File: config.mk
export PLATFORM = sky130hd
export DESIGN_NAME = decimal_to_scientific_normalizer
export DESIGN_NICKNAME = d
export VERILOG_FILES = /design/src/sv/dsn_pkg.sv /design/src/sv/dsn_front.sv /design/src/sv/dsn_queue.sv /design/src/sv/dsn_back.sv /design/src/sv/decimal_to_scientific_normalizer.sv
export SDC_FILE = /design/constraint.sdc
export NUM_CORES = 1
export LEC_CHECK = 0
export BUFFER_PORTS_ARGS = -buffer_cell sky130_fd_sc_hd__buf_4
export CAP_MARGIN = 10
export CORE_AREA = 2 2 219 156
export CTS_CLUSTER_DIAMETER = 200
export DETAILED_ROUTE_END_ITERATION = 8
export DIE_AREA = 0 0 221 158
export HOLD_SLACK_MARGIN = 0.08
export PLACE_DENSITY = 0.43
export SLEW_MARGIN = 0
export SYNTH_ARGS = -nofsm -noshare
export SYNTH_HDL_FRONTEND = slang
export SYNTH_HIERARCHICAL = 1
export SYNTH_SLANG_ARGS = --single-unit
File: constraint.sdc
create_clock -name clk -period 4.6 [get_ports clk]
set_input_delay 0.69 -clock clk [delete_from_list [all_inputs] [get_ports clk]]
set_output_delay 0.69 -clock clk [all_outputs]
set_load 0.02 [all_outputs]
File: src/sv/dsn_pkg.sv
// Shared types and constants of the decimal to scientific normalizer.
// Holds the command item passed from the front parser to the back sequencer.
// Depends on nothing.
`timescale 1ns / 1ps
`default_nettype none

package dsn_pkg;

	localparam logic [7:0] CH_ZERO  = 8'h30;
	localparam logic [7:0] CH_NINE  = 8'h39;
	localparam logic [7:0] CH_POINT = 8'h2E;

	localparam int DIGIT_W = 4;
	localparam int COUNT_W = 6;
	localparam int EXP_W   = 11;

	localparam logic signed [EXP_W-1:0] EXP_MAX = 11'sd1023;
	localparam logic signed [EXP_W-1:0] EXP_MIN = -11'sd1023;

	localparam logic [COUNT_W-1:0] SIG_DIGITS_RESET = 6'd4;

	typedef struct packed {
		logic                      emit;
		logic [DIGIT_W-1:0]        digit;
		logic [COUNT_W-1:0]        pad;
		logic                      last;
		logic signed [EXP_W-1:0]   expo;
	} cmd_t;

endpackage

`default_nettype wire

File: src/sv/dsn_front.sv
// Front parser: accepts characters, tracks leading zeros, the point and the exponent.
// Pushes one command item per character into the queue; holds the sig_digits register.
// Depends on dsn_pkg.
`timescale 1ns / 1ps
`default_nettype none

module dsn_front (
	input  wire logic                        clk,
	input  wire logic                        arst_n,
	input  wire logic                        in_valid,
	output logic                             in_stall,
	input  wire logic [7:0]                  char_code,
	input  wire logic                        last_char,
	input  wire logic                        cfg_valid,
	output logic                             cfg_ready,
	input  wire logic [dsn_pkg::COUNT_W-1:0] cfg_sig_digits,
	input  wire logic                        full,
	output logic                             push,
	output dsn_pkg::cmd_t                    cmd
);

	logic [dsn_pkg::COUNT_W-1:0]       sig_digits_q;
	logic                              signif_q;
	logic                              point_q;
	logic signed [dsn_pkg::EXP_W-1:0]  exp_q;
	logic [dsn_pkg::COUNT_W-1:0]       emitted_q;

	logic                              signif_n;
	logic                              point_n;
	logic signed [dsn_pkg::EXP_W-1:0]  exp_n;
	logic [dsn_pkg::COUNT_W-1:0]       emitted_n;
	logic                              is_digit;
	logic                              is_point;
	logic [7:0]                        diff;
	logic [dsn_pkg::DIGIT_W-1:0]       digit;
	logic                              emit;

	assign in_stall  = full;
	assign push      = in_valid && !full;
	assign cfg_ready = 1'b1;

	assign is_point = (char_code == dsn_pkg::CH_POINT);
	assign is_digit = (char_code >= dsn_pkg::CH_ZERO) && (char_code <= dsn_pkg::CH_NINE);
	assign diff     = char_code - dsn_pkg::CH_ZERO;
	assign digit    = diff[dsn_pkg::DIGIT_W-1:0];

	always_comb begin
		signif_n  = signif_q;
		point_n   = point_q | is_point;
		exp_n     = exp_q;
		emitted_n = emitted_q;
		emit      = 1'b0;
		if (is_digit) begin
			if (!signif_q && digit == '0) begin
				if (point_q && exp_q > dsn_pkg::EXP_MIN) begin
					exp_n = exp_q - 11'sd1;
				end
			end else begin
				if (!signif_q) begin
					signif_n = 1'b1;
					if (!point_q) begin
						exp_n = 11'sd1;
					end
				end else if (!point_q && exp_q < dsn_pkg::EXP_MAX) begin
					exp_n = exp_q + 11'sd1;
				end
				if (emitted_q < sig_digits_q) begin
					emit      = 1'b1;
					emitted_n = emitted_q + 6'd1;
				end
			end
		end
	end

	always_comb begin
		cmd.emit  = emit;
		cmd.digit = digit;
		cmd.last  = last_char;
		cmd.pad   = '0;
		cmd.expo  = signif_n ? exp_n : '0;
		if (last_char && emitted_n < sig_digits_q) begin
			cmd.pad = sig_digits_q - emitted_n;
		end
	end

	always_ff @(posedge clk or negedge arst_n) begin
		if (!arst_n) begin
			sig_digits_q <= dsn_pkg::SIG_DIGITS_RESET;
		end else if (cfg_valid && cfg_ready) begin
			sig_digits_q <= cfg_sig_digits;
		end
	end

	always_ff @(posedge clk or negedge arst_n) begin
		if (!arst_n) begin
			signif_q  <= 1'b0;
			point_q   <= 1'b0;
			exp_q     <= '0;
			emitted_q <= '0;
		end else if (push) begin
			if (last_char) begin
				signif_q  <= 1'b0;
				point_q   <= 1'b0;
				exp_q     <= '0;
				emitted_q <= '0;
			end else begin
				signif_q  <= signif_n;
				point_q   <= point_n;
				exp_q     <= exp_n;
				emitted_q <= emitted_n;
			end
		end
	end

endmodule

`default_nettype wire

File: src/sv/dsn_queue.sv
// Short command queue between the front parser and the back sequencer.
// A small register file with wrap-around pointers and an occupancy count.
// Depends on dsn_pkg.
`timescale 1ns / 1ps
`default_nettype none

module dsn_queue #(
	parameter int DEPTH = 4
) (
	input  wire logic          clk,
	input  wire logic          arst_n,
	input  wire logic          push,
	input  wire dsn_pkg::cmd_t wdata,
	input  wire logic          pop,
	output dsn_pkg::cmd_t      head,
	output logic               full,
	output logic               empty
);

	localparam int PW = (DEPTH > 1) ? $clog2(DEPTH) : 1;
	localparam int CW = $clog2(DEPTH + 1);

	dsn_pkg::cmd_t   mem [DEPTH];
	logic [PW-1:0]   wr_q;
	logic [PW-1:0]   rd_q;
	logic [CW-1:0]   count_q;

	assign full  = (count_q == CW'(DEPTH));
	assign empty = (count_q == '0);
	assign head  = mem[rd_q];

	always_ff @(posedge clk) begin
		if (push) begin
			mem[wr_q] <= wdata;
		end
	end

	always_ff @(posedge clk or negedge arst_n) begin
		if (!arst_n) begin
			wr_q    <= '0;
			rd_q    <= '0;
			count_q <= '0;
		end else begin
			if (push) begin
				wr_q <= (wr_q == PW'(DEPTH - 1)) ? '0 : wr_q + PW'(1);
			end
			if (pop) begin
				rd_q <= (rd_q == PW'(DEPTH - 1)) ? '0 : rd_q + PW'(1);
			end
			if (push && !pop) begin
				count_q <= count_q + CW'(1);
			end else if (pop && !push) begin
				count_q <= count_q - CW'(1);
			end
		end
	end

endmodule

`default_nettype wire

File: src/sv/dsn_back.sv
// Back sequencer: turns each command item into digit, pad and exponent records.
// Emits at most one record per cycle, none while out_stall holds it, into a registered output stage.
// Depends on dsn_pkg.
`timescale 1ns / 1ps
`default_nettype none

module dsn_back (
	input  wire logic                              clk,
	input  wire logic                              arst_n,
	input  wire dsn_pkg::cmd_t                     head,
	input  wire logic                              empty,
	output logic                                   pop,
	output logic                                   out_valid,
	input  wire logic                              out_stall,
	output logic                                   is_exponent,
	output logic [dsn_pkg::DIGIT_W-1:0]            digit_value,
	output logic signed [dsn_pkg::EXP_W-1:0]       exponent_value,
	output logic                                   last_result
);

	logic                                busy_q;
	dsn_pkg::cmd_t                       cmd_q;
	logic                                valid_q;
	logic                                is_exp_q;
	logic [dsn_pkg::DIGIT_W-1:0]         digit_q;
	logic signed [dsn_pkg::EXP_W-1:0]    expo_q;

	dsn_pkg::cmd_t                       cur;
	dsn_pkg::cmd_t                       nxt;
	logic                                cur_ok;
	logic                                load;
	logic                                step;
	logic                                more;
	logic                                rec_v;
	logic                                rec_exp;
	logic [dsn_pkg::DIGIT_W-1:0]         rec_dig;
	logic signed [dsn_pkg::EXP_W-1:0]    rec_e;

	assign cur    = busy_q ? cmd_q : head;
	assign cur_ok = busy_q || !empty;
	assign load   = !valid_q || !out_stall;
	assign step   = load && cur_ok;
	assign pop    = step && !busy_q;

	always_comb begin
		nxt     = cur;
		rec_v   = 1'b0;
		rec_exp = 1'b0;
		rec_dig = '0;
		rec_e   = '0;
		if (cur.emit) begin
			rec_v    = 1'b1;
			rec_dig  = cur.digit;
			nxt.emit = 1'b0;
		end else if (cur.pad != '0) begin
			rec_v   = 1'b1;
			nxt.pad = cur.pad - 6'd1;
		end else if (cur.last) begin
			rec_v    = 1'b1;
			rec_exp  = 1'b1;
			rec_e    = cur.expo;
			nxt.last = 1'b0;
		end
	end

	assign more = nxt.emit || (nxt.pad != '0) || nxt.last;

	always_ff @(posedge clk or negedge arst_n) begin
		if (!arst_n) begin
			busy_q  <= 1'b0;
			valid_q <= 1'b0;
		end else if (step) begin
			busy_q  <= more;
			valid_q <= rec_v;
		end else if (load) begin
			valid_q <= 1'b0;
		end
	end

	always_ff @(posedge clk) begin
		if (step) begin
			cmd_q    <= nxt;
			is_exp_q <= rec_exp;
			digit_q  <= rec_dig;
			expo_q   <= rec_e;
		end
	end

	assign out_valid      = valid_q;
	assign is_exponent    = is_exp_q;
	assign digit_value    = digit_q;
	assign exponent_value = expo_q;
	assign last_result    = is_exp_q;

`ifndef SYNTHESIS
	assert property (@(posedge clk) disable iff (!arst_n)
		busy_q |-> (cmd_q.emit || cmd_q.pad != '0 || cmd_q.last))
		else $error("Held command has no record left.");

	assert property (@(posedge clk) disable iff (!arst_n)
		(valid_q && !is_exp_q) |-> (digit_q <= 4'd9))
		else $error("Digit record out of range.");

	assert property (@(posedge clk) disable iff (!arst_n)
		(valid_q && is_exp_q) |-> (expo_q >= dsn_pkg::EXP_MIN && expo_q <= dsn_pkg::EXP_MAX))
		else $error("Exponent record out of range.");

	assert property (@(posedge clk) disable iff (!arst_n)
		(valid_q && !is_exp_q) |-> (expo_q == '0))
		else $error("Digit record carries an exponent.");
`endif

endmodule

`default_nettype wire

File: src/sv/decimal_to_scientific_normalizer.sv
// Top level of the decimal to scientific normalizer: front parser, command queue,
// back record sequencer. Depends on dsn_pkg, dsn_front, dsn_queue and dsn_back.
//
// Channel   Direction  Handshake              Payload
// in        input      in_valid / in_stall    char_code, last_char
// out       output     out_valid / out_stall  is_exponent, digit_value, exponent_value,
//                                             last_result
// cfg       input      cfg_valid / cfg_ready  cfg_sig_digits
//
// The front takes one character per cycle while the queue has room.
// The back sequencer emits at most one record per cycle while out_stall is low; an
// item held for several records (its digit, each pad digit and the exponent record)
// backs up into the queue of QUEUE_DEPTH items, which absorbs it before in_stall rises.
// Reset clears all parse state and sets sig_digits to 4; output stalls back up
// through the queue to the input.
`timescale 1ns / 1ps
`default_nettype none

module decimal_to_scientific_normalizer #(
	parameter int QUEUE_DEPTH = 4
) (
	input  wire logic                        clk,
	input  wire logic                        arst_n,
	input  wire logic                        in_valid,
	output logic                             in_stall,
	input  wire logic [7:0]                  char_code,
	input  wire logic                        last_char,
	input  wire logic                        cfg_valid,
	output logic                             cfg_ready,
	input  wire logic [dsn_pkg::COUNT_W-1:0] cfg_sig_digits,
	output logic                             out_valid,
	input  wire logic                        out_stall,
	output logic                             is_exponent,
	output logic [dsn_pkg::DIGIT_W-1:0]      digit_value,
	output logic signed [dsn_pkg::EXP_W-1:0] exponent_value,
	output logic                             last_result
);

	dsn_pkg::cmd_t push_cmd;
	dsn_pkg::cmd_t head_cmd;
	logic          push;
	logic          pop;
	logic          full;
	logic          empty;

	dsn_front u_front (
		.clk            (clk),
		.arst_n         (arst_n),
		.in_valid       (in_valid),
		.in_stall       (in_stall),
		.char_code      (char_code),
		.last_char      (last_char),
		.cfg_valid      (cfg_valid),
		.cfg_ready      (cfg_ready),
		.cfg_sig_digits (cfg_sig_digits),
		.full           (full),
		.push           (push),
		.cmd            (push_cmd)
	);

	dsn_queue #(
		.DEPTH (QUEUE_DEPTH)
	) u_queue (
		.clk    (clk),
		.arst_n (arst_n),
		.push   (push),
		.wdata  (push_cmd),
		.pop    (pop),
		.head   (head_cmd),
		.full   (full),
		.empty  (empty)
	);

	dsn_back u_back (
		.clk            (clk),
		.arst_n         (arst_n),
		.head           (head_cmd),
		.empty          (empty),
		.pop            (pop),
		.out_valid      (out_valid),
		.out_stall      (out_stall),
		.is_exponent    (is_exponent),
		.digit_value    (digit_value),
		.exponent_value (exponent_value),
		.last_result    (last_result)
	);

endmodule

`default_nettype wire

==> summary.md, run 1 <==
| Metric | Value |
|---|---|
| Status | complete, no violations |
| Max capacitance violation total | 0 |
| Starting Density | roughly 25% |
| R2R setup slack | approximately 430 ps |
| Slew HR | between 30% and 40% |
| Final core occ | 28.85% |
| Initial antenna violation count | 0 |
| Clk buf depth | 2 |
| First-pass GRT wire length | about 31 mm |
| Setup TNS | 0 ps |
| Unrepaired setup endpoints after global routing | false |
| Ys Warns | 6 |
| Residual antenna-violating net count after detailed routing | 0 |
| Req. time, crit path | between 4000 and 5000 ps |
| Worst Tran Pin Value | between 1000 and 1500 ps |
| Crit end category | flip-flop |
| DR vias/cell | 4.647 |
| Skew-Pair Late Insertion Delay | roughly 430 ps |
| CTS tree | built |
| CP startpoint | u_front/sig_digits_q[5] |
| Iteration count of the initial detailed-routing pass | 5 |
| Post-cts hold buffer count | 0 |
| Vias in the first global route | about 5000 |
| Synth Area in Simple Gates | between 10% and 20% |
| Post-synthesis compound-gate area fraction | between 10% and 20% |
| Routability Congestion | ~0.78 |
| Switching pwr | 1.321 mW |
| DIE AREA | between 30000 and 40000 um^2 |
| PortBufs | 38 |
| Root buffer cell | clkbuf_16 |
| Combinational share of power | 23.7% |
| Vias | ~5000 |
| Core area | around 33000 um^2 |
| Path depth of the worst reg2reg path | 14 |
| Wire per inst | ~17 um |
| Worst hold path class | in2async |
| Synth Area in Adders | slightly above 4% |
| Tcrit/Tclk final | between 90% and 100% |
| Critical path arrival | 4320 ps |
| Drt first-iter violations | around 400 |
| Number of synthesized flops with an enable pin | roughly 130 |
| Most common cell after layout, fill and taps aside | edfxtp_1 |
| Clock skew | about 11 ps |
| ANT cells | 0 |
| Sequential share of the synthesized area | between 50 and 60% |
| LEAKAGE | around 3.5 nW |
| RR Endpoint | u_queue/mem[0][17] |
| Clock network fraction of design power | between 30% and 40% |
| Period minus WS final | 4170 ps |
| Largest family of logic cells by synthesized area | simple AND/OR/NAND/NOR gates |
| Post-detail-place hpwl | between 10 and 15 mm |
| Chip height | ~160 um |
| Max Fanout on Critical Path | 4 |
| Max Fclk | around 240 MHz |
| Post-synth net total | around 670 |
| Yosys reg bits | 160 |
| Sink Count | 160 |
| Top Ports | 40 |
| Final hold vios | 0 |
| CTS clk-pin slew, worst paths | ~70 ps |
| Layout area overhead | 16.93% |
| Primary FF master, synth | edfxtp_1 |
| Sw Ratio | a little under 30% |
| Global Route Usage Sum | 11.65% |
| R2R Path Start | u_front/sig_digits_q[5] |
| Library cells used by synthesis | 79 |
| Setup violators final | 0 |
| Pint | between 3 and 4 mW |
| Mean post-synth cell area | 12.97 um^2 |
| Share of cells above drive strength 1 | between 20% and 30% |
| Post-synthesis mux area share | 10.42% |
| Cell Area, Synth | approximately 8100 um^2 |
| Cell Pwr Density | about 470 nW/um^2 |
| Crit start category | flip-flop |
| Async SR Flop Fraction | between 20% and 30% |
| H-tree depth | 4 |
| Pin count of the biggest net entering global routing | 35 |
| Xor/xnor share of the synthesized area | less than 1% |
| Worst IR Drop VDD | 0.2533 mV |
| CTS resizes | 0 |
| Postcts setup bufs | 0 |
| Total gr overflow | 0 |
| Routed WL | 19.38 mm |
| Hold slack final | about 250 ps |
| Number of core rows | 56 |
| Flop pwr share | 43.9% |
| # DRC | 0 |
| TritonCTS buffer count | 17 |
| Crit path kind | reg2reg |
| Final Max Slew Viols | 0 |
| Syn Inst Count | 628 |
| Highest-count cells in the layout ignoring fill and taps | edfxtp_1 (126), buf_4 (55), nand2_1 (43), o21ai_0 (33), dfrtp_1 (33) |
| Die Wd | 221 um |
| Nets@finish | roughly 700 |
-- cells in the mapped netlist, drive strengths merged (6+ instances only) --
| master | number | share of area (%) |
|---|---|---|
| edfxtp | 126 | 46 |
| nand2 | 43 | 2.0 |
| dfrtp | 33 | 10 |
| o21ai | 33 | 2.0 |
| nor2 | 30 | 1.4 |
| inv | 28 | 1.3 |
| a21oi | 27 | 1.7 |
| buf | 25 | 2.3 |
| ha | 23 | 3.5 |
| mux4 | 23 | 6.6 |
| mux2 | 19 | 2.7 |
| nor3 | 19 | 1.3 |
| clkbuf | 18 | 0.83 |
| and3 | 15 | 1.2 |
| and2 | 14 | 1.1 |
| mux2i | 9 | 1.2 |
| nand3 | 9 | 0.55 |
| nand4 | 9 | 0.69 |
| nor2b | 9 | 0.69 |
| o221ai | 8 | 0.94 |
| a211oi | 6 | 0.55 |
| xor2 | 6 | 0.65 |
-- per-layer routing --
metal | part of all wire [%] | wire length, um | global-route usage (%) | up-vias
li1 | - | - | - | 2474
met1 | 57 | 11050 | 18.66 | 2566
met2 | 39 | 7501 | 15.43 | 101
met3 | 3.5 | 681 | 2.468 | 12
met4 | 0.78 | 152 | 2.876 | 0
met5 | 0 | 0 | 0 | -
-- worst max-delay path by stage --
| stage | to | cells after the start | slack [ps] |
|---|---|---|---|
| after floorplan | u_queue/count_q[1] | 11 | 320 |
| after global placement | u_queue/mem[0][16] | 15 | 330 |
| after detailed placement | u_queue/mem[0][16] | 15 | 110 |
| after CTS | u_queue/mem[3][16] | 15 | 380 |
| after global routing | u_queue/mem[3][17] | 16 | 40 |
| final | u_queue/mem[0][17] | 14 | 430 |
-- state kept, by name (all words and copies together), names as in the netlist --
signal,cells
u_front/signif_q,1
u_queue/rd_q,2
u_back/exponent_value,11
u_front/exp_q,11
u_front/emitted_q,6
u_queue/mem,92
u_front/sig_digits_q,6
u_queue/wr_q,2
u_back/digit_value,4
u_queue/count_q,3
u_front/point_q,1
u_back/is_exponent,1
u_back/cmd_q,18
u_back/out_valid,1
u_back/busy_q,1
-- per-stage QoR --
step / total power, mW / instances / setup slack, ps / instance area [um^2]
floorplan: 2.753 / 628 / 320.8 / 8143
global placement: 3.094 / 1077 / 331.0 / 8897
detailed placement: 3.078 / 1077 / 107.2 / 8897
CTS: 4.548 / 1109 / 381.1 / 9507
global route: 4.754 / 1109 / 41.30 / 9522
finish: 4.489 / 1109 / 430.3 / 9522
-- worst max-delay path, stage by stage (launching register included) --
cell	delay [ps]
dfrtp_1	400
inv_1	90
ha_1	310
a21oi_1	240
o21ai_0	180
nor2_1	260
o21a_1	240
mux2_2	380
fa_1	430
nor2b_1	160
o21ai_0	110
a21boi_0	320
o21a_1	150
o221ai_1	150
a311oi_1	460
-- final cells by class --
| class | count | area (um^2) |
|---|---|---|
| Tap cell | 435 | 544.3 |
| Clock buffer | 22 | 484.2 |
| Sequential cell | 160 | 4636 |
| Inverter | 28 | 105.1 |
| Multi-Input combinational cell | 397 | 3174 |
| Fill cell | 3330 | 23480 |
| Timing Repair Buffer | 57 | 452.9 |
| Clock inverter | 10 | 125.1 |
-- power by group through the flow --
stage	sequential [mW]	combinational [mW]	clock [mW]
final	1.97	1.06	1.45
after global routing	2.00	1.19	1.57
after CTS	1.97	1.08	1.49
after detailed placement	2.00	1.08	0
after global placement	2.00	1.09	0
after floorplan	1.95	0.804	0
-- kinds of logic after synthesis --
logic type,Yosys count
buffers and inverters,71
AOI/OAI and AO/OA,128
DFF,160
xor gates and xnor gates,9
other,1
and+or+nand+nor,183
adders and majority gates,25
muxes,51
No activity file was read; power rests on OpenSTA's default activity.
==> run 2: changes to the inputs <==
- ABC_AREA: not set -> 1
- CORE_AREA: 2 2 219 156 -> 2 2 226 162
- DIE_AREA: 0 0 221 158 -> 0 0 228 164
==> summary.md, run 2 <==
| Metric | Value |
|---|---|
| Status | complete, no violations |
| Global Route Usage Sum | 11.76% (+0.11 points) |
| CTS tree | built |
| Post-synth net total | 1014 (+51%) |
| Post-synthesis mux area share | 0% (-10 points) |
| Final WS setup | 1032 ps (+602.0 ps) |
| Top-count cell post-synth | nand2_1 |
| Highest-count cells in the layout ignoring fill and taps | nand2_1 (287), inv_1 (145), edfxtp_1 (126), nor2_1 (60), buf_4 (51) |
| Mean post-synth cell area | 8.974 um^2 (-31%) |
| Residual antenna-violating net count after detailed routing | 0 (unchanged) |
| Cell Pwr Density | 547.8 nW/um^2 (+16%) |
| Cell Area, Synth | 8696 um^2 (+6.8%) |
| Skew-Pair Late Insertion Delay | 430 ps (about the same) |
| Most common cell after layout, fill and taps aside | nand2_1 |
| CP bufs+invs | 3 (+2) |
| Synth Area in Simple Gates | 23.86% (+11 points) |
| Clk buf depth | 2 (unchanged) |
| DIE AREA | 37390 um^2 (+7.1%) |
| Fill count | 3778 (+13%) |
| Worst path slowest cell | nor3_1 |
| Die Wd | 228 um (+3.2%) |
| Top Ports | 40 (unchanged) |
| R2R setup slack | 1030 ps (+600 ps) |
| Post-cts hold buffer count | 0 (unchanged) |
| Chip height | 164 um (+3.8%) |
| Req. time, crit path | 4790 ps (+40 ps) |
| Root buffer cell | clkbuf_16 |
| Drt first-iter violations | 400 (-0.25%) |
| Tcrit/Tclk final | 77.56% (-13 points) |
| Nets@finish | 1037 (+47%) |
| Vias | 6189 (+20%) |
| CTS clk-pin slew, worst paths | 70 ps (about the same) |
| Synth Area in Adders | 3.770% (-0.26 points) |
| Setup TNS | 0 ps (unchanged) |
| Pin count of the biggest net entering global routing | 53 (+51%) |
| Sink Count | 160 (unchanged) |
| Largest family of logic cells by synthesized area | simple AND/OR/NAND/NOR gates |
| Critical path arrival | 3760 ps (-560 ps) |
| Max Fanout on Critical Path | 7 (+3) |
| Share of cells above drive strength 1 | 14.03% (-6.7 points) |
| Postcts setup bufs | 0 (unchanged) |
| Syn Inst Count | 969 (+54%) |
| Number of flip-flops in the largest register | 92 (unchanged) |
| Sequential share of the synthesized area | 53.31% (-3.6 points) |
| Clock skew | 10.39 ps (-0.4959 ps) |
| Max capacitance violation total | 0 (unchanged) |
| Crit end category | flip-flop |
| Xor/xnor share of the synthesized area | 0.6043% (-0.36 points) |
| Switching pwr | 1.991 mW (+51%) |
| Crit start category | flip-flop |
| Starting Density | 24.66% (about the same) |
| Worst Tran Pin Value | 1135 ps (+128.0 ps) |
| Setup violators final | 0 (unchanged) |
| Vias in the first global route | 5937 (+19%) |
| Final hold vios | 0 (unchanged) |
| Slowest stage delay, CP | 420 ps (-40 ps) |
| Combinational share of power | 34.7% (+11 points) |
| Worst-path cell chain | inv_1 > ha_1 > o21ai_0 > nand2_1 > nand2_1 > nand2_1 > nor2_4 > xor2_1 > inv_1 > ha_1 > fa_1 > inv_1 > a31oi_1 > nor2_1 > nor2_1 > nor2_1 > o211ai_1 > nor3_1 |
| Sw Ratio | 36.55% (+7.1 points) |
| Final core occ | 28.19% (-0.66 points) |
| CTS resizes | 0 (unchanged) |
| PortBufs | 38 (unchanged) |
| Worst hold path class | in2async |
| Period minus WS final | 3568 ps (-602.0 ps) |
| First-pass GRT wire length | 33.54 mm (+8.0%) |
| # DRC | 0 (unchanged) |
| DR vias/cell | 4.168 (-10%) |
| Number of core rows | 58 (+3.6%) |
| Flop pwr share | 39.0% (-4.9 points) |
| Max Fclk | 280.3 MHz (+17%) |
| Yosys reg bits | 160 (unchanged) |
| Layout area overhead | 14.35% |
| Unrepaired setup endpoints after global routing | false |
| Top delay family on crit path | simple AND/OR/NAND/NOR gates |
| Core area | 35270 um^2 (+6.9%) |
| Yosys top cell area share | 43.51% (-3.0 points) |
| Worst slack at placement | 846.5 ps (+739.3 ps) |
| Synth area leaders | edfxtp_1 (44%), nand2_1 (12%), dfrtp_1 (9.5%) |
| Largest register by flop count | u_queue/mem |
| Synth cell count leaders | nand2_1 (287), inv_1 (145), edfxtp_1 (126) |
| Final Max Slew Viols | 0 (unchanged) |
| Post-detail-place hpwl | 14.52 mm (+7.4%) |
| Crit path kind | reg2reg |
| Biggest regs | u_queue/mem (92), u_back/cmd_q (18) |
| Primary FF master, synth | edfxtp_1 |
| Routed WL | 20.96 mm (+8.1%) |
| Wire per inst | 14.11 um (-19%) |
| Routability Congestion | 0.8254 (+5.2%) |
| Post-synth top area cell | edfxtp_1 |
| Async SR Flop Fraction | 21.25% (unchanged) |
| LEAKAGE | 4.397 nW (+25%) |
| Worst IR Drop VDD | 0.2741 mV (+8.2%) |
| Post-synthesis compound-gate area fraction | 7.827% (-2.9 points) |
| Initial antenna violation count | 0 (unchanged) |
| H-tree depth | 4 (unchanged) |
| Total gr overflow | 0 (unchanged) |
| TritonCTS buffer count | 17 (unchanged) |
| Number of synthesized flops with an enable pin | 126 (unchanged) |
| ANT cells | 0 (unchanged) |
| Ys Warns | 6 (unchanged) |
| Library cells used by synthesis | 38 (-52%) |
| Slew HR | 24.23% (-8.6 points) |
| Iteration count of the initial detailed-routing pass | 6 (+1) |
| Clock network fraction of design power | 26.4% (-6.0 points) |
| Pint | 3.456 mW (+9.1%) |
==> run 2: logic make-up (layout without fill, tap and decap cells) <==
logic type | count (synthesis) | after routing
flops | 160 | 160
buf+inv | 201 | 237
xor+xnor | 6 | 6
simple gates | 467 | 467
compound gates | 109 | 109
other cells | 1 | 1
fa+ha+maj | 25 | 25
==> run 2: path summary, 6_finish.rpt <==
check                                         from                 endpoint  cells past startpoint
max reg2reg                u_front/sig_digits_q[1]       u_queue/mem[2][16]                     18
max                        u_front/sig_digits_q[1]       u_queue/mem[2][16]                     18
min in group clk                 cfg_sig_digits[0]  u_front/sig_digits_q[0]                      3
max in group asynchronous                   arst_n  u_front/sig_digits_q[2]                      1
min                                         arst_n         u_front/exp_q[7]                      1
min reg2reg                     u_queue/count_q[2]       u_queue/count_q[2]                      2
==> run 2: cell type report <==
type | instances | area [um^2] | share of cell area [%]
clock buffer | 23 | 488.0 | 4.908
sequential | 160 | 4636 | 46.62
multi-input combinational | 608 | 3151 | 31.68
timing repair buffer | 51 | 382.9 | 3.851
tap | 480 | 600.6 | 6.040
inverter | 154 | 580.6 | 5.839
clock inverter | 9 | 105.1 | 1.057
==> run 2: layer usage <==
layer / global-route usage, % / up-vias / wire (um)
li1: - / 3190 / -
met5: 0 / - / 0
met4: 3.743 / 0 / 243
met3: 2.396 / 17 / 522
met1: 16.81 / 2904 / 11290
met2: 17.79 / 78 / 8895
==> run 2: through the flow <==
| stage | total power [mW] | cells | hold WS (ps) | cell area [um^2] |
|---|---|---|---|---|
| 2_1_floorplan | 3.557 | 969 | 394.4 | 8696 |
| 3_3_place_gp | 4.084 | 1453 | 492.8 | 9350 |
| 3_5_place_dp | 4.094 | 1453 | 499.7 | 9350 |
| 4_1_cts | 5.548 | 1485 | 218.0 | 9943 |
| 5_1_grt | 5.863 | 1485 | 236.7 | 9943 |
| 6_report | 5.447 | 1485 | 209.2 | 9943 |
==> run 2: power groups by stage <==
stage	Combinational (mW)	Sequential (mW)	Clock, mW
after floorplan	1.36	2.20	0
after global placement	1.93	2.16	0
after detailed placement	1.94	2.16	0
after CTS	1.94	2.13	1.47
after global routing	2.17	2.16	1.53
final	1.89	2.12	1.44
==> run 3: changes to the inputs <==
- clock period: 4.6 -> 3.45 ns (I/O delays scaled with it)
==> summary.md, run 3 (same netlist as run 2, synthesis figures left out) <==
| Metric | Value |
|---|---|
| Nets@finish | 1058 (+2.0%) |
| Vias | 6277 (+1.4%) |
| Worst IR Drop VDD | 0.4244 mV (+55%) |
| Setup TNS | 0 ps (unchanged) |
| Worst path slowest cell | dfstp_2 |
| Sink Count | 160 (unchanged) |
| Largest register by flop count | u_queue/mem |
| Iteration count of the initial detailed-routing pass | 5 (-1) |
| Total gr overflow | 0 (unchanged) |
| Worst-path cell chain | inv_2 > ha_4 > nand2_2 > nor2_2 > nand2_2 > nand2_4 > nor2_4 > inv_2 > nor2_4 > xor2_2 > inv_1 > ha_2 > nand2_1 > nand2_1 > a31oi_2 > nor2_2 > nor2_1 > nor2_1 > o211ai_1 > buf_4 > nor2_2 |
| Top Ports | 40 (unchanged) |
| Pint | 4.477 mW (+30%) |
| Root buffer cell | clkbuf_16 |
| Number of flip-flops in the largest register | 92 (unchanged) |
| Max Fanout on Critical Path | 5 (-2) |
| Post-detail-place hpwl | 14.36 mm (-1.1%) |
| LEAKAGE | 4.462 nW (+1.5%) |
| Worst hold path class | in2reg |
| Clock skew | 9.188 ps (-1.202 ps) |
| Slowest stage delay, CP | 540 ps (+120 ps) |
| Crit path kind | reg2reg |
| Initial antenna violation count | 0 (unchanged) |
| DIE AREA | 37390 um^2 (unchanged) |
| DR vias/cell | 4.174 (+0.14%) |
| Crit start category | flip-flop |
| Crit end category | flip-flop |
| Status | complete, no violations |
| Max capacitance violation total | 0 (unchanged) |
| PortBufs | 38 (unchanged) |
| Req. time, crit path | 3630 ps (-1160 ps) |
| Flop pwr share | 39.8% (+0.8 points) |
| CTS clk-pin slew, worst paths | 60 ps (about the same) |
| ANT cells | 0 (unchanged) |
| Clock network fraction of design power | 24.2% (-2.2 points) |
| Routability Congestion | 0.8511 (+3.1%) |
| Cell Pwr Density | 699.5 nW/um^2 (+28%) |
| Chip height | 164 um (unchanged) |
| Period minus WS final | 3335 ps (-232.8 ps) |
| CTS tree | built |
| Routed WL | 20.92 mm (-0.20%) |
| Residual antenna-violating net count after detailed routing | 0 (unchanged) |
| Critical path arrival | 3510 ps (-250 ps) |
| Layout area overhead | 16.89% |
| Pin count of the biggest net entering global routing | 65 (+23%) |
| Worst Tran Pin Value | 681.1 ps (-454.2 ps) |
| TritonCTS buffer count | 17 (unchanged) |
| Final hold vios | 0 (unchanged) |
| Combinational share of power | 36.0% (+1.3 points) |
| # DRC | 0 (unchanged) |
| Highest-count cells in the layout ignoring fill and taps | nand2_1 (283), inv_1 (141), edfxtp_1 (126), buf_4 (71), nor2_1 (56) |
| Global Route Usage Sum | 11.73% (-0.027 points) |
| Worst hold start | cfg_sig_digits[3] |
| Sw Ratio | 37.03% (+0.48 points) |
| First-pass GRT wire length | 33.82 mm (+0.84%) |
| Drt first-iter violations | 364 (-9.0%) |
| Tcrit/Tclk final | 96.66% (+19 points) |
| Die Wd | 228 um (unchanged) |
| Most common cell after layout, fill and taps aside | nand2_1 |
| Share of cells above drive strength 1 | 17.68% (+3.6 points) |
| Final Max Slew Viols | 0 (unchanged) |
| Core area | 35270 um^2 (unchanged) |
| Biggest regs | u_queue/mem (92), u_back/cmd_q (18) |
| R2R Path Start | u_front/sig_digits_q[2] |
| Hold slack final | 305.2 ps (+95.98 ps) |
| Number of core rows | 58 (unchanged) |
| Starting Density | 24.66% (unchanged) |
| Vias in the first global route | 5974 (+0.62%) |
| Switching pwr | 2.633 mW (+32%) |
| Setup violators final | 0 (unchanged) |
| H-tree depth | 4 (unchanged) |
| Final WS setup | 115.1 ps (-917.2 ps) |
| Worst slack at placement | -55.13 ps (-901.6 ps) |
| Max Fclk | 299.9 MHz (+7.0%) |
| Clk buf depth | 2 (unchanged) |
| Fill count | 3786 (+0.21%) |
| Wire per inst | 13.91 um (-1.5%) |
| Cell mode on critical path | nor2_2 |
| Skew-Pair Late Insertion Delay | 430 ps (about the same) |
| Final core occ | 28.82% (+0.63 points) |
| CP startpoint | u_front/sig_digits_q[2] |
| Unrepaired setup endpoints after global routing | true |
| Slew HR | 54.43% (+30 points) |
## run 3: metrics by stage
stage                     instance area [um^2]  instances  power, mW
after global routing                     10160       1504      7.702
after detailed placement                  9455       1467      5.458
after floorplan                           8700        969      4.742
after global placement                    9455       1467      5.440
after CTS                                 9981       1498      7.206
final                                    10160       1504      7.110
## run 3: final timing paths
kind                                           endpoint  slack [ps]  depth (start not counted)
worst max-delay path                 u_queue/mem[1][12]         120                         21
worst min-delay path            u_front/sig_digits_q[3]         310                          3
worst max register to register       u_queue/mem[1][12]         120                         21
worst min register to register       u_queue/count_q[2]         520                          2
max in group asynchronous                 u_back/busy_q        2420                          2
min in group asynchronous              u_front/exp_q[7]         610                          2
## run 3: area by class of cell
type	instances	area [um^2]	area share, %
clock buffer	21	440.4	4.333
clock inverter	9	70.07	0.6893
inverter	154	580.6	5.712
multi-input combinational	608	3294	32.41
sequential	160	4636	45.61
tap	480	600.6	5.908
timing repair buffer	72	543.0	5.342
## run 3: routing by layer
metal / wire [um] / GRT usage [%] / up-vias
li1: - / - / 3238
met1: 10970 / 16.88 / 2912
met2: 8993 / 17.74 / 106
met3: 709 / 2.431 / 21
met4: 241 / 3.387 / 0
met5: 0 / 0 / -
## run 3: critical path: cells and delay by family (launching register included)
kind | cells | cell delay [ps]
and+or+nand+nor | 12 | 890
AOI/OAI and AO/OA | 2 | 640
DFF | 1 | 540
buffers and inverters | 4 | 440
adders and majority gates | 2 | 390
xor gates and xnor gates | 1 | 170
## run 3: timing repair
item                                    4_1_cts  5_1_grt
setup buffers                                 0        6
hold buffers                                  1        0
endpoints found under the setup margin        4       24
pin swaps                                     0       15
endpoints found under the hold margin         5        0
gates resized for setup                       1       30
## run 3: power by group through the flow
stage	clock network, mW	logic, mW	registers (mW)
2_1_floorplan	0	1.81	2.93
3_3_place_gp	0	2.56	2.88
3_5_place_dp	0	2.58	2.88
4_1_cts	1.77	2.59	2.84
5_1_grt	1.86	2.96	2.88
6_report	1.72	2.56	2.83
